<file path="config.mk">
export PLATFORM = sky130hd
export DESIGN_NAME = min_heap_free_block_queue_top
export DESIGN_NICKNAME = d
export VERILOG_FILES = /design/src/rtl/mhfbq_pkg.sv /design/src/rtl/mhfbq_ram.sv /design/src/rtl/mhfbq_ctrl.sv /design/src/rtl/mhfbq_out.sv /design/src/rtl/min_heap_free_block_queue_top.sv
export SDC_FILE = /design/constraint.sdc
export NUM_CORES = 2
export LEC_CHECK = 0
export BUFFER_PORTS_ARGS = -buffer_cell sky130_fd_sc_hd__buf_4
export CORE_MARGIN = 2
export CORE_UTILIZATION = 51
export CTS_CLUSTER_SIZE = 30
export DETAILED_ROUTE_END_ITERATION = 8
export HOLD_SLACK_MARGIN = 0.05
export PLACE_DENSITY = 0.63
export SKIP_CTS_REPAIR_TIMING = 1
export SLEW_MARGIN = 20
export SYNTH_ARGS = -nofsm -noshare
export SYNTH_HDL_FRONTEND = slang
export SYNTH_SLANG_ARGS = --single-unit
</file>
<file path="constraint.sdc">
create_clock -name clk -period 30.6 [get_ports clk]
set_clock_uncertainty 0.05 [all_clocks]
set_input_delay 6.12 -clock clk [delete_from_list [all_inputs] [get_ports clk]]
set_output_delay 6.12 -clock clk [all_outputs]
set_load 0.05 [all_outputs]
</file>
<file path="src/rtl/mhfbq_pkg.sv">
// Shared types and constants for the free-block min-heap queue.
// Used by mhfbq_ctrl, mhfbq_out, the top level and the testbench; depends on nothing.
`default_nettype none

package mhfbq_pkg;

  // Storage geometry
  localparam int HEAP_DEPTH   = 64;
  localparam int KEY_WIDTH    = 32;
  localparam int HANDLE_WIDTH = 16;
  localparam int IDX_W        = $clog2(HEAP_DEPTH);
  localparam int CNT_W        = $clog2(HEAP_DEPTH + 1);
  localparam int CHILD_W      = IDX_W + 2;

  // Fixed stream field widths
  localparam int POS_W    = 6;
  localparam int STATUS_W = 2;

  typedef enum logic {
    OP_INSERT = 1'b0,
    OP_REMOVE = 1'b1
  } op_t;

  typedef enum logic [STATUS_W-1:0] {
    STAT_OK    = 2'd0,
    STAT_FULL  = 2'd1,
    STAT_RANGE = 2'd2
  } status_t;

  typedef enum logic [3:0] {
    S_IDLE,
    S_DEL_LAST,
    S_DEL_LOAD,
    S_UP_RD,
    S_UP_CMP,
    S_DN_RD_L,
    S_DN_RD_R,
    S_DN_CMP,
    S_DONE
  } state_t;

  typedef struct packed {
    logic [KEY_WIDTH-1:0]    key;
    logic [HANDLE_WIDTH-1:0] handle;
  } entry_t;

  typedef struct packed {
    logic             rd_en;
    logic [IDX_W-1:0] rd_addr;
    logic             wr_en;
    logic [IDX_W-1:0] wr_addr;
    entry_t           wr_data;
  } mem_req_t;

  typedef struct packed {
    status_t                 status;
    logic [HANDLE_WIDTH-1:0] handle;
    logic [KEY_WIDTH-1:0]    size;
    logic [CNT_W-1:0]        count;
  } res_t;

endpackage

`default_nettype wire

</file>
<file path="src/rtl/mhfbq_ram.sv">
// Generic single-write, single-read synchronous RAM with registered read data.
// Standalone; no package dependency.
`default_nettype none

module mhfbq_ram #(
  parameter int WIDTH = 8,
  parameter int DEPTH = 16
) (
  input  wire logic                     clk,
  input  wire logic                     wr_en,
  input  wire logic [$clog2(DEPTH)-1:0] wr_addr,
  input  wire logic [WIDTH-1:0]         wr_data,
  input  wire logic                     rd_en,
  input  wire logic [$clog2(DEPTH)-1:0] rd_addr,
  output logic      [WIDTH-1:0]         rd_data
);

  logic [WIDTH-1:0] mem_r [DEPTH];

  // Write port
  always_ff @(posedge clk) begin
    if (wr_en) begin
      mem_r[wr_addr] <= wr_data;
    end
  end

  // Registered read port, holds last data when idle
  always_ff @(posedge clk) begin
    if (rd_en) begin
      rd_data <= mem_r[rd_addr];
    end
  end

endmodule

`default_nettype wire

</file>
<file path="src/rtl/mhfbq_ctrl.sv">
// Heap sequencer: insert with sift up, remove with sift down then sift up.
// Drives the entry RAM through a hole-based walk; uses mhfbq_pkg.
`default_nettype none

module mhfbq_ctrl (
  input  wire logic               clk,
  input  wire logic               rst_n,
  input  wire logic               in_valid,
  output logic                    in_ready,
  input  wire mhfbq_pkg::op_t     in_op,
  input  wire logic [mhfbq_pkg::HANDLE_WIDTH-1:0] in_handle,
  input  wire logic [mhfbq_pkg::KEY_WIDTH-1:0]    in_size,
  input  wire logic [mhfbq_pkg::POS_W-1:0]        in_pos,
  output mhfbq_pkg::mem_req_t     mem_req,
  input  wire mhfbq_pkg::entry_t  rd_data,
  output logic                    res_valid,
  input  wire logic               res_ready,
  output mhfbq_pkg::res_t         res
);

  localparam int IDX_W   = mhfbq_pkg::IDX_W;
  localparam int CNT_W   = mhfbq_pkg::CNT_W;
  localparam int CHILD_W = mhfbq_pkg::CHILD_W;

  mhfbq_pkg::state_t state_r, state_nxt;

  logic [CNT_W-1:0]          cnt_r, cnt_nxt;
  logic [IDX_W-1:0]          pos_r, pos_nxt;
  mhfbq_pkg::entry_t         mov_r, mov_nxt;
  mhfbq_pkg::entry_t         lch_r, lch_nxt;
  mhfbq_pkg::status_t        stat_r, stat_nxt;
  mhfbq_pkg::entry_t         rem_r, rem_nxt;

  logic                      accept;
  logic                      heap_full;
  logic                      pos_bad;
  logic [IDX_W-1:0]          last_idx;
  logic [IDX_W-1:0]          parent_idx;
  logic [CHILD_W-1:0]        lchild;
  logic [CHILD_W-1:0]        rchild;
  logic                      has_l;
  logic                      has_r;
  logic                      parent_gt;
  logic                      dn_stop;
  logic                      pick_left;

  // Index arithmetic and key compares
  assign accept     = in_valid && (state_r == mhfbq_pkg::S_IDLE);
  assign heap_full  = (cnt_r == CNT_W'(mhfbq_pkg::HEAP_DEPTH));
  assign pos_bad    = (CNT_W'(in_pos) >= cnt_r);
  assign last_idx   = IDX_W'(cnt_r - CNT_W'(1));
  assign parent_idx = IDX_W'((pos_r - IDX_W'(1)) >> 1);
  assign lchild     = {1'b0, pos_r, 1'b1};
  assign rchild     = lchild + CHILD_W'(1);
  assign has_l      = (lchild < CHILD_W'(cnt_r));
  assign has_r      = (rchild < CHILD_W'(cnt_r));
  assign parent_gt  = (rd_data.key > mov_r.key);
  assign dn_stop    = (mov_r.key <= lch_r.key) && (!has_r || (mov_r.key <= rd_data.key));
  assign pick_left  = !has_r || (lch_r.key < rd_data.key);

  // Next state
  always_comb begin
    state_nxt = state_r;
    case (state_r)
      mhfbq_pkg::S_IDLE: begin
        if (accept) begin
          if (in_op == mhfbq_pkg::OP_INSERT) begin
            state_nxt = heap_full ? mhfbq_pkg::S_DONE : mhfbq_pkg::S_UP_RD;
          end else begin
            state_nxt = pos_bad ? mhfbq_pkg::S_DONE : mhfbq_pkg::S_DEL_LAST;
          end
        end
      end
      mhfbq_pkg::S_DEL_LAST: state_nxt = mhfbq_pkg::S_DEL_LOAD;
      mhfbq_pkg::S_DEL_LOAD: begin
        state_nxt = (pos_r == last_idx) ? mhfbq_pkg::S_DONE : mhfbq_pkg::S_DN_RD_L;
      end
      mhfbq_pkg::S_UP_RD: begin
        state_nxt = (pos_r == '0) ? mhfbq_pkg::S_DONE : mhfbq_pkg::S_UP_CMP;
      end
      mhfbq_pkg::S_UP_CMP: begin
        state_nxt = parent_gt ? mhfbq_pkg::S_UP_RD : mhfbq_pkg::S_DONE;
      end
      mhfbq_pkg::S_DN_RD_L: begin
        state_nxt = has_l ? mhfbq_pkg::S_DN_RD_R : mhfbq_pkg::S_UP_RD;
      end
      mhfbq_pkg::S_DN_RD_R: state_nxt = mhfbq_pkg::S_DN_CMP;
      mhfbq_pkg::S_DN_CMP: begin
        state_nxt = dn_stop ? mhfbq_pkg::S_UP_RD : mhfbq_pkg::S_DN_RD_L;
      end
      mhfbq_pkg::S_DONE: begin
        if (res_ready) begin
          state_nxt = mhfbq_pkg::S_IDLE;
        end
      end
      default: state_nxt = mhfbq_pkg::S_IDLE;
    endcase
  end

  // Memory requests and handshake outputs
  always_comb begin
    mem_req           = '0;
    mem_req.wr_data   = mov_r;
    mem_req.wr_addr   = pos_r;
    in_ready          = (state_r == mhfbq_pkg::S_IDLE);
    res_valid         = (state_r == mhfbq_pkg::S_DONE);
    case (state_r)
      mhfbq_pkg::S_IDLE: begin
        mem_req.rd_en   = accept && (in_op == mhfbq_pkg::OP_REMOVE) && !pos_bad;
        mem_req.rd_addr = IDX_W'(in_pos);
      end
      mhfbq_pkg::S_DEL_LAST: begin
        mem_req.rd_en   = 1'b1;
        mem_req.rd_addr = last_idx;
      end
      mhfbq_pkg::S_UP_RD: begin
        // At the root, drop the moving entry into the hole
        mem_req.rd_en   = (pos_r != '0);
        mem_req.rd_addr = parent_idx;
        mem_req.wr_en   = (pos_r == '0);
      end
      mhfbq_pkg::S_UP_CMP: begin
        // Pull the parent down, or settle the moving entry
        mem_req.wr_en   = 1'b1;
        mem_req.wr_data = parent_gt ? rd_data : mov_r;
      end
      mhfbq_pkg::S_DN_RD_L: begin
        mem_req.rd_en   = has_l;
        mem_req.rd_addr = IDX_W'(lchild);
      end
      mhfbq_pkg::S_DN_RD_R: begin
        mem_req.rd_en   = has_r;
        mem_req.rd_addr = IDX_W'(rchild);
      end
      mhfbq_pkg::S_DN_CMP: begin
        // Lift the smaller child into the hole
        mem_req.wr_en   = !dn_stop;
        mem_req.wr_data = pick_left ? lch_r : rd_data;
      end
      default: begin
      end
    endcase
  end

  // Datapath next values
  always_comb begin
    cnt_nxt  = cnt_r;
    pos_nxt  = pos_r;
    mov_nxt  = mov_r;
    lch_nxt  = lch_r;
    stat_nxt = stat_r;
    rem_nxt  = rem_r;
    case (state_r)
      mhfbq_pkg::S_IDLE: begin
        if (accept) begin
          rem_nxt = '0;
          pos_nxt = IDX_W'(in_pos);
          if (in_op == mhfbq_pkg::OP_INSERT) begin
            if (heap_full) begin
              stat_nxt = mhfbq_pkg::STAT_FULL;
            end else begin
              stat_nxt       = mhfbq_pkg::STAT_OK;
              mov_nxt.key    = in_size;
              mov_nxt.handle = in_handle;
              pos_nxt        = IDX_W'(cnt_r);
              cnt_nxt        = cnt_r + CNT_W'(1);
            end
          end else begin
            stat_nxt = pos_bad ? mhfbq_pkg::STAT_RANGE : mhfbq_pkg::STAT_OK;
          end
        end
      end
      mhfbq_pkg::S_DEL_LAST: rem_nxt = rd_data;
      mhfbq_pkg::S_DEL_LOAD: begin
        mov_nxt = rd_data;
        cnt_nxt = cnt_r - CNT_W'(1);
      end
      mhfbq_pkg::S_UP_CMP: begin
        if (parent_gt) begin
          pos_nxt = parent_idx;
        end
      end
      mhfbq_pkg::S_DN_RD_R: lch_nxt = rd_data;
      mhfbq_pkg::S_DN_CMP: begin
        if (!dn_stop) begin
          pos_nxt = pick_left ? IDX_W'(lchild) : IDX_W'(rchild);
        end
      end
      default: begin
      end
    endcase
  end

  // Control registers
  always_ff @(posedge clk) begin
    if (!rst_n) begin
      state_r <= mhfbq_pkg::S_IDLE;
      cnt_r   <= '0;
    end else begin
      state_r <= state_nxt;
      cnt_r   <= cnt_nxt;
    end
  end

  // Payload registers
  always_ff @(posedge clk) begin
    pos_r  <= pos_nxt;
    mov_r  <= mov_nxt;
    lch_r  <= lch_nxt;
    stat_r <= stat_nxt;
    rem_r  <= rem_nxt;
  end

  assign res.status = stat_r;
  assign res.handle = rem_r.handle;
  assign res.size   = rem_r.key;
  assign res.count  = cnt_r;

`ifndef SYNTHESIS
  a_cnt_bound: assert property (@(posedge clk) disable iff (!rst_n)
    cnt_r <= CNT_W'(mhfbq_pkg::HEAP_DEPTH))
    else $error("entry count above capacity");

  a_one_port_op: assert property (@(posedge clk) disable iff (!rst_n)
    !(mem_req.rd_en && mem_req.wr_en))
    else $error("read and write issued in the same cycle");

  a_hole_in_range: assert property (@(posedge clk) disable iff (!rst_n)
    (state_r == mhfbq_pkg::S_UP_RD || state_r == mhfbq_pkg::S_UP_CMP ||
     state_r == mhfbq_pkg::S_DN_RD_L || state_r == mhfbq_pkg::S_DN_RD_R ||
     state_r == mhfbq_pkg::S_DN_CMP) |-> (CNT_W'(pos_r) < cnt_r))
    else $error("hole position outside the heap");

  a_insert_count: assert property (@(posedge clk) disable iff (!rst_n)
    (accept && in_op == mhfbq_pkg::OP_INSERT && !heap_full)
      |=> (cnt_r == $past(cnt_r) + CNT_W'(1)))
    else $error("insert did not grow the heap by one");
`endif

endmodule

`default_nettype wire

</file>
<file path="src/rtl/mhfbq_out.sv">
// Result register stage: holds one finished result for the master stream.
// Uses mhfbq_pkg for the result record.
`default_nettype none

module mhfbq_out (
  input  wire logic            clk,
  input  wire logic            rst_n,
  input  wire logic            res_valid,
  output logic                 res_ready,
  input  wire mhfbq_pkg::res_t res,
  output logic                 out_tvalid,
  input  wire logic            out_tready,
  output logic [63:0]          out_tdata
);

  logic            out_valid_r, out_valid_nxt;
  mhfbq_pkg::res_t out_res_r;

  // Load when the slot is empty or draining this cycle
  assign res_ready     = !out_valid_r || out_tready;
  assign out_valid_nxt = res_ready ? res_valid : out_valid_r;

  always_ff @(posedge clk) begin
    if (!rst_n) begin
      out_valid_r <= 1'b0;
    end else begin
      out_valid_r <= out_valid_nxt;
    end
  end

  always_ff @(posedge clk) begin
    if (res_ready && res_valid) begin
      out_res_r <= res;
    end
  end

  // Pack fields, lowest first
  assign out_tvalid = out_valid_r;
  assign out_tdata  = {7'd0, out_res_r.count, out_res_r.size,
                       out_res_r.handle, out_res_r.status};

endmodule

`default_nettype wire

</file>
<file path="src/rtl/min_heap_free_block_queue_top.sv">
// Free-block priority queue: a binary min-heap of block handles keyed by size,
// 64 entries held in one single-port-style RAM, one request in flight at a
// time. An insert climbs from the new tail slot toward the root. A remove of
// the last entry only reads it out; any other remove refills the hole with the
// last entry, sinks it level by level until it finds no child or stays below
// its children, then climbs it toward the root. A full, empty or out-of-range
// request goes straight to its result. In every case the result shows on the
// output in the same cycle as the next request can be taken. The entry RAM
// allows one access a cycle with registered read data, so each heap level costs
// a parent read and a compare for sift up and two child reads and a compare
// for sift down. One finished result is held in an output register, so a new
// request is taken while it waits.
// Uses mhfbq_pkg, mhfbq_ctrl, mhfbq_ram and mhfbq_out.
`default_nettype none

module min_heap_free_block_queue_top (
  input  wire logic        clk,
  input  wire logic        rst_n,
  input  wire logic        in_tvalid,
  output logic             in_tready,
  // opcode[0], block_handle[16:1], block_size[48:17], remove_position[54:49]
  input  wire logic [55:0] in_tdata,
  output logic             out_tvalid,
  input  wire logic        out_tready,
  // status[1:0], removed_handle[17:2], removed_size[49:18], entry_count[56:50]
  output logic [63:0]      out_tdata
);

  mhfbq_pkg::mem_req_t mem_req;
  mhfbq_pkg::entry_t   rd_data;
  logic [$bits(mhfbq_pkg::entry_t)-1:0] rd_word;
  logic                res_valid;
  logic                res_ready;
  mhfbq_pkg::res_t     res;
  mhfbq_pkg::op_t      in_op;

  // Unpack the request
  assign in_op   = mhfbq_pkg::op_t'(in_tdata[0]);
  assign rd_data = mhfbq_pkg::entry_t'(rd_word);

  mhfbq_ctrl u_ctrl (
    .clk       (clk),
    .rst_n     (rst_n),
    .in_valid  (in_tvalid),
    .in_ready  (in_tready),
    .in_op     (in_op),
    .in_handle (in_tdata[16:1]),
    .in_size   (in_tdata[48:17]),
    .in_pos    (in_tdata[54:49]),
    .mem_req   (mem_req),
    .rd_data   (rd_data),
    .res_valid (res_valid),
    .res_ready (res_ready),
    .res       (res)
  );

  mhfbq_ram #(
    .WIDTH ($bits(mhfbq_pkg::entry_t)),
    .DEPTH (mhfbq_pkg::HEAP_DEPTH)
  ) u_ram (
    .clk     (clk),
    .wr_en   (mem_req.wr_en),
    .wr_addr (mem_req.wr_addr),
    .wr_data (mem_req.wr_data),
    .rd_en   (mem_req.rd_en),
    .rd_addr (mem_req.rd_addr),
    .rd_data (rd_word)
  );

  mhfbq_out u_out (
    .clk        (clk),
    .rst_n      (rst_n),
    .res_valid  (res_valid),
    .res_ready  (res_ready),
    .res        (res),
    .out_tvalid (out_tvalid),
    .out_tready (out_tready),
    .out_tdata  (out_tdata)
  );

endmodule

`default_nettype wire

</file>
[Word-level counts from Yosys, hierarchy flattened]
Memories as Yosys holds them, arrays and structs flattened. A register that Yosys moved wholly into a read port is not among the register bits.
Index checks and enable logic that the tools add are counted.
Widths: inputs -> output; s select.
Word-level totals
  register bits after elaboration: 221
  RAM bits: 3072
  input bits: 60
  logic and storage cells: 104
  memories: 1
Cells by class
  $add $sub $neg: 4
  magnitude comparators: 7
  equal/unequal tests: 16
  mux-type cells: 38
  reductions and logical operators: 23
Memories
  u_ram.mem_r: words 64, width 48, read ports 1, clocked after Yosys merged registers in 1, write ports 1, line mhfbq_ram.sv:18  | logic [WIDTH-1:0] mem_r [DEPTH];
Operator list (count)
  $mux 48: 6
  $pmux 48 s2: 3
  $le 32x32->1: 2
  $mux 6: 6
  $pmux 4 s9: 1
  $pmux 7 s5: 1
  $gt 32x32->1: 1
  $lt 32x32->1: 1
  $mux 4: 8
  $mux 7: 3
  $pmux 6 s3: 1
  $eq 4x3->1 const B: 4
  $pmux 7 s2: 1
  $add 7x1->8 const B: 1
  $eq 4x2->1 const B: 2
  $lt 8x7->1: 1
  $ne 2x2->1 const B: 4
  $reduce_and 4->1: 2
  $add 7x1->7 const B: 1
  $eq 7x7->1 const B: 1
  $ge 6x7->1: 1
  $lt 7x7->1: 1
  $sub 7x1->7 const B: 1
  $eq 6x6->1: 1
  other kinds (17): 34

[Depth between registers and ports, before layout]
  depth after elaboration: 9
  depth in mapped cells: 19
  gate-level depth less buffers: 11

[Hierarchy]
Synthesis repeated with hierarchy kept, for this count alone.
Unflattened totals
  cell total of the unflattened synthesis: 6076
  area, all modules: 129824.5 um^2
By module, submodules not included
  mhfbq_ram: times used 1, cells each 4970, area an instance 117597.8 um^2, seq. area each 93689.9 um^2
  mhfbq_ctrl: times used 1, cells each 1036, area an instance 10401.2 um^2, seq. area each 4784.6 um^2
  mhfbq_out: times used 1, cells each 70, area an instance 1825.5 um^2, seq. area each 1731.7 um^2

[Worst setup path before layout]
No wires, ideal clock.
  kind: flip-flop to flip-flop
  from: register u_ctrl.pos_r[0]
  to: memory u_ram.mem_r[34][0] in the netlist's numbering, enable pin
  setup time: 712 ps
  data arrival time: 10434 ps
  data required time: 29838 ps
  path slack: 19404 ps
  stages on the path, launching flop included: 16
  clock period less this slack: 11196 ps
  cells stage by stage: edfxtp_1 buf_2 inv_1 clkbuf_1 clkbuf_1 ha_1 ha_1 o21ai_0 a21oi_1 o211ai_1 and2_1 and3_1 a22oi_1 clkbuf_1 clkbuf_1 a2111oi_0
On the way
  word-level cells in the longest chain between the ends: 9
  elaborated cells between the ends (all ways): 10
RTL lines
  start, declared: line mhfbq_ctrl.sv:28  | logic [IDX_W-1:0] pos_r, pos_nxt;
  start signal, assigned: line mhfbq_ctrl.sv:207  | pos_r <= pos_nxt;
  $add 7x1->8: line mhfbq_ctrl.sv:54  | assign rchild = lchild + CHILD_W'(1);
  $lt 8x7->1: line mhfbq_ctrl.sv:56  | assign has_r = (rchild < CHILD_W'(cnt_r));
  $logic_not 1->1: line mhfbq_ctrl.sv:58  | assign dn_stop = (mov_r.key <= lch_r.key) && (!has_r || (mov_r.key <= rd_data.key));
  $logic_or 1x1->1: line mhfbq_ctrl.sv:58
  $logic_and 1x1->1: line mhfbq_ctrl.sv:58
  $logic_not 1->1: line mhfbq_ctrl.sv:137  | mem_req.wr_en = !dn_stop;
  $pmux 1 s3: line mhfbq_ctrl.sv:107  | case (state_r)
  $mux 1: line mhfbq_ram.sv:22  | if (wr_en) begin
  $mux 1 (not written as such): line mhfbq_ram.sv:23  | mem_r[wr_addr] <= wr_data;
  end, declared: line mhfbq_ram.sv:18
Several ways; a longest one is shown, not always the timed one.

[Worst setup path in the final report]
  from: input in_tdata[49]
  to: register u_ram.rd_data[36], read port of u_ram.mem_r, data pin
On the way
  word-level cells in the longest chain between the ends: 4
RTL lines
  start, declared: line min_heap_free_block_queue_top.sv:22  | input wire logic [55:0] in_tdata,
  $ge 6x7->1: line mhfbq_ctrl.sv:50  | assign pos_bad = (CNT_W'(in_pos) >= cnt_r);
  $logic_not 1->1: line mhfbq_ctrl.sv:109  | mem_req.rd_en = accept && (in_op == mhfbq_pkg::OP_REMOVE) && !pos_bad;
  $logic_and 1x1->1: line mhfbq_ctrl.sv:109
  $pmux 7 s5 (*): line mhfbq_ctrl.sv:107
  end, declared: line mhfbq_ram.sv:15  | output logic [WIDTH-1:0] rd_data
Mark *: on every way between the ends. The rest lies on a longest branch, timed or not.
A chain may end at the register's enable or synchronous reset.

==> run metrics <==
outcome finished clean; chip height 516.5 µm; vias per cell 6.420; CTS tree yes; Synth area leaders edfxtp_1 75%, nand2_1 6.6%, mux4_2 3.9%, nand3_1 2.7%, a311oi_1 1.3%; final WL 409800 µm; Top Family by Delay on Critical Path buffers and inverters; DP Area 0.1405 mm²; Core Region 0.2618 mm²; most common cell after layout, fill and taps aside edfxtp_1; Max VDD drop 0.1143 mV; dpl hpwl 216400 µm; GPL Wtd Cong 0.8712; IO buf count 117; pwr/cell area 111.2 mW/mm²; share of the synthesized area in the top cell type 0.7464; routed len/inst 31.18 µm; antenna viol nets, final 0; filler cell count 19860; period utilization 0.3624; endpoints failing setup 0; row cnt 188; 1st-iter DRT viols 13430; Setup TNS 0 ns; crit path max fanout 51; number of flops mapped to enable cells by yosys 3329; chip width 516.5 µm; Critical R2R Launch u_ctrl.pos_r[0]$_DFFE_PP_; pin count of the biggest net entering global routing 170; crit path cell chain buf_4, nor2b_1, o2111ai_4, buf_4, and2_4, buf_4, buf_4, buf_4, nand2_1, a311oi_1, a31oi_1, a21oi_1, nand4_1, nor4_1; final net count 9528; Mapped Cells 9192; Root Buffer clkbuf_16; RSZ-0062 raised after global routing no; CTS Buf Count 340; Top Ports 126; crit path buf inv count 5; vias after detailed routing 84400; relative slew slack 0.1892; max-slew violations 0; CP peak stage delay 0.78 ns; async set-reset flop share out of synthesis 0; syn_area_per_cell 14.57 µm²; Peak Freq 0.09018 GHz; crit path from in_tdata[49]; share of layout cells above drive strength 1 0.1320; die area 0.2667 mm²; Leakage 0.05090 µW; max cap viols 0; worst setup margin 19.51 ns; actual slew at the worst max-slew pin 1.216 ns; GRT Residual Overflow 0; clock buffer depth 4; Area growth, synth to finish 12.96%; Final Instance Area 0.1513 mm²; post-layout min period 11.09 ns; DR DRC count 0; number of global-route vias before repair 78970; most frequent CP cell buf_4; 1st-pass router iterations 7; Yosys top cell by area edfxtp_1; yosys warns 0; Sinks on Clock Net 3341; first-pass GRT wire length 573700 µm; Final Util 0.5778; H-Tree Depth 5; overall power 16820 µW; top_reg_cell synth edfxtp_1; worst-skew pair later-pin latency 0.92 ns; Synth Register Bits 3341; Crit Path Class input pin to flop; Worst-path clk slew 0.06 ns; Hold Crit Start u_ctrl.res[17]$_SDFFCE_PN0P_; initial antenna violation count 13; commonest non-fill, non-tap cells in the layout 3329 x edfxtp_1, 2346 x nand2_1, 720 x nand3_1; Final Hold Viols 0; Placement Setup Slack 18.73 ns; CP Capture Type flop; CP arrival 11.68 ns; number of library cell types mapped by synthesis 88; CP required 31.20 ns; Slowest cell on crit path buf_4; Hold WC Path Type flop to flop; gr usage total 0.3023; Mapped Area 0.1339 mm²; Seq/Total Area, Yosys 0.7482; Initial Util 0.5116; CP startpoint kind input pin
[area by class of cell]
| class | count | area [µm²] | area share |
|---|---|---|---|
| flip-flops and latches | 3341 | 100200 | 0.6624 |
| multi-input cells | 5114 | 32140 | 0.2125 |
| clock buffers | 414 | 8914 | 0.05892 |
| well taps | 3515 | 4398 | 0.02907 |
| repair buffers | 409 | 3289 | 0.02174 |
| clock inverters | 196 | 1754 | 0.01160 |
| inverters | 144 | 540.5 | 0.003573 |
| diodes | 13 | 32.53 | 0.0002150 |
[final timing paths]
| kind | to | slack [ns] | cells past startpoint |
|---|---|---|---|
| setup / recovery | u_ram.rd_data[36]$_DFFE_PP_ | 19.51 | 14 |
| hold / removal | u_out.out_tdata[28]$_DFFE_PP_ | 0.36 | 0 |
| setup reg to reg | u_ram.rd_data[41]$_DFFE_PP_ | 23.65 | 14 |
| hold reg to reg | u_out.out_tdata[28]$_DFFE_PP_ | 0.36 | 0 |
[through the flow]
stage / std cells / hold WS, ns
5_1_grt: 13140 / 0.3586
3_5_place_dp: 12520 / 0.3545
4_1_cts: 13130 / 0.3487
6_report: 13150 / 0.3572
3_3_place_gp: 12520 / 0.3516
2_1_floorplan: 9198 / 0.3503
[metal layers]
layer	track usage	routed length, µm	up-vias
met5	0	39	-
met4	0.1114	16320	6
met3	0.07378	52050	839
met2	0.4540	183100	5404
met1	0.4305	158300	42960
li1	-	-	35200
[cells in the mapped netlist (7+ instances only)]
cell,instances
a22oi_1,16
and3_1,251
edfxtp_1,3329
a21o_1,33
a2111oi_0,52
clkbuf_1,252
nor3_1,27
nor2_1,108
a21oi_1,154
xor2_1,8
nand4_1,61
buf_2,192
o22ai_1,38
buf_1,114
buf_4,35
ha_1,118
o221ai_1,60
xnor2_1,17
nand3b_1,7
nand3_1,723
a32oi_1,28
a31oi_1,194
a221oi_1,7
o21a_1,10
a311oi_1,196
mux4_2,230
nand2b_1,9
a211oi_1,83
nor4_1,31
a32o_1,8
nand2_1,2349
mux2i_1,32
o31ai_1,7
o21ai_0,118
inv_1,144
nor2b_1,13
and2_1,14
and4_1,13
dfxtp_1,12
[flip-flops by register name, indices dropped and copies added (netlist names), 4 cells and up]
register         flops
u_ram.rd_data       48
u_out.out_tdata     57
u_ctrl.cnt_r         7
u_ctrl.res          48
u_ctrl.mov_r        48
u_ctrl.pos_r         6
u_ctrl.state_r       4
u_ram.mem_r       3072
u_ctrl.lch_r        48
[cell families (layout without fill, tap and decap cells)]
logic type,after synthesis,count (layout),synth area share
other cells,1,20,0.00002800
flops,3341,3341,0.7482
fa+ha+maj,118,118,0.01102
compound gates,1043,1043,0.05493
xor+xnor,25,25,0.001635
simple gates,3659,3659,0.1192
buf+inv,743,1163,0.02389
mux,262,262,0.04107
[power by group]
| group | total (µW) | switching (µW) | internal, µW |
|---|---|---|---|
| clock | 4040 | 1740 | 2300 |
| combinational | 6690 | 4820 | 1870 |
| sequential | 6090 | 151 | 5940 |
| total | 16800 | 6710 | 10100 |
(Power assumes the default switching activity.)
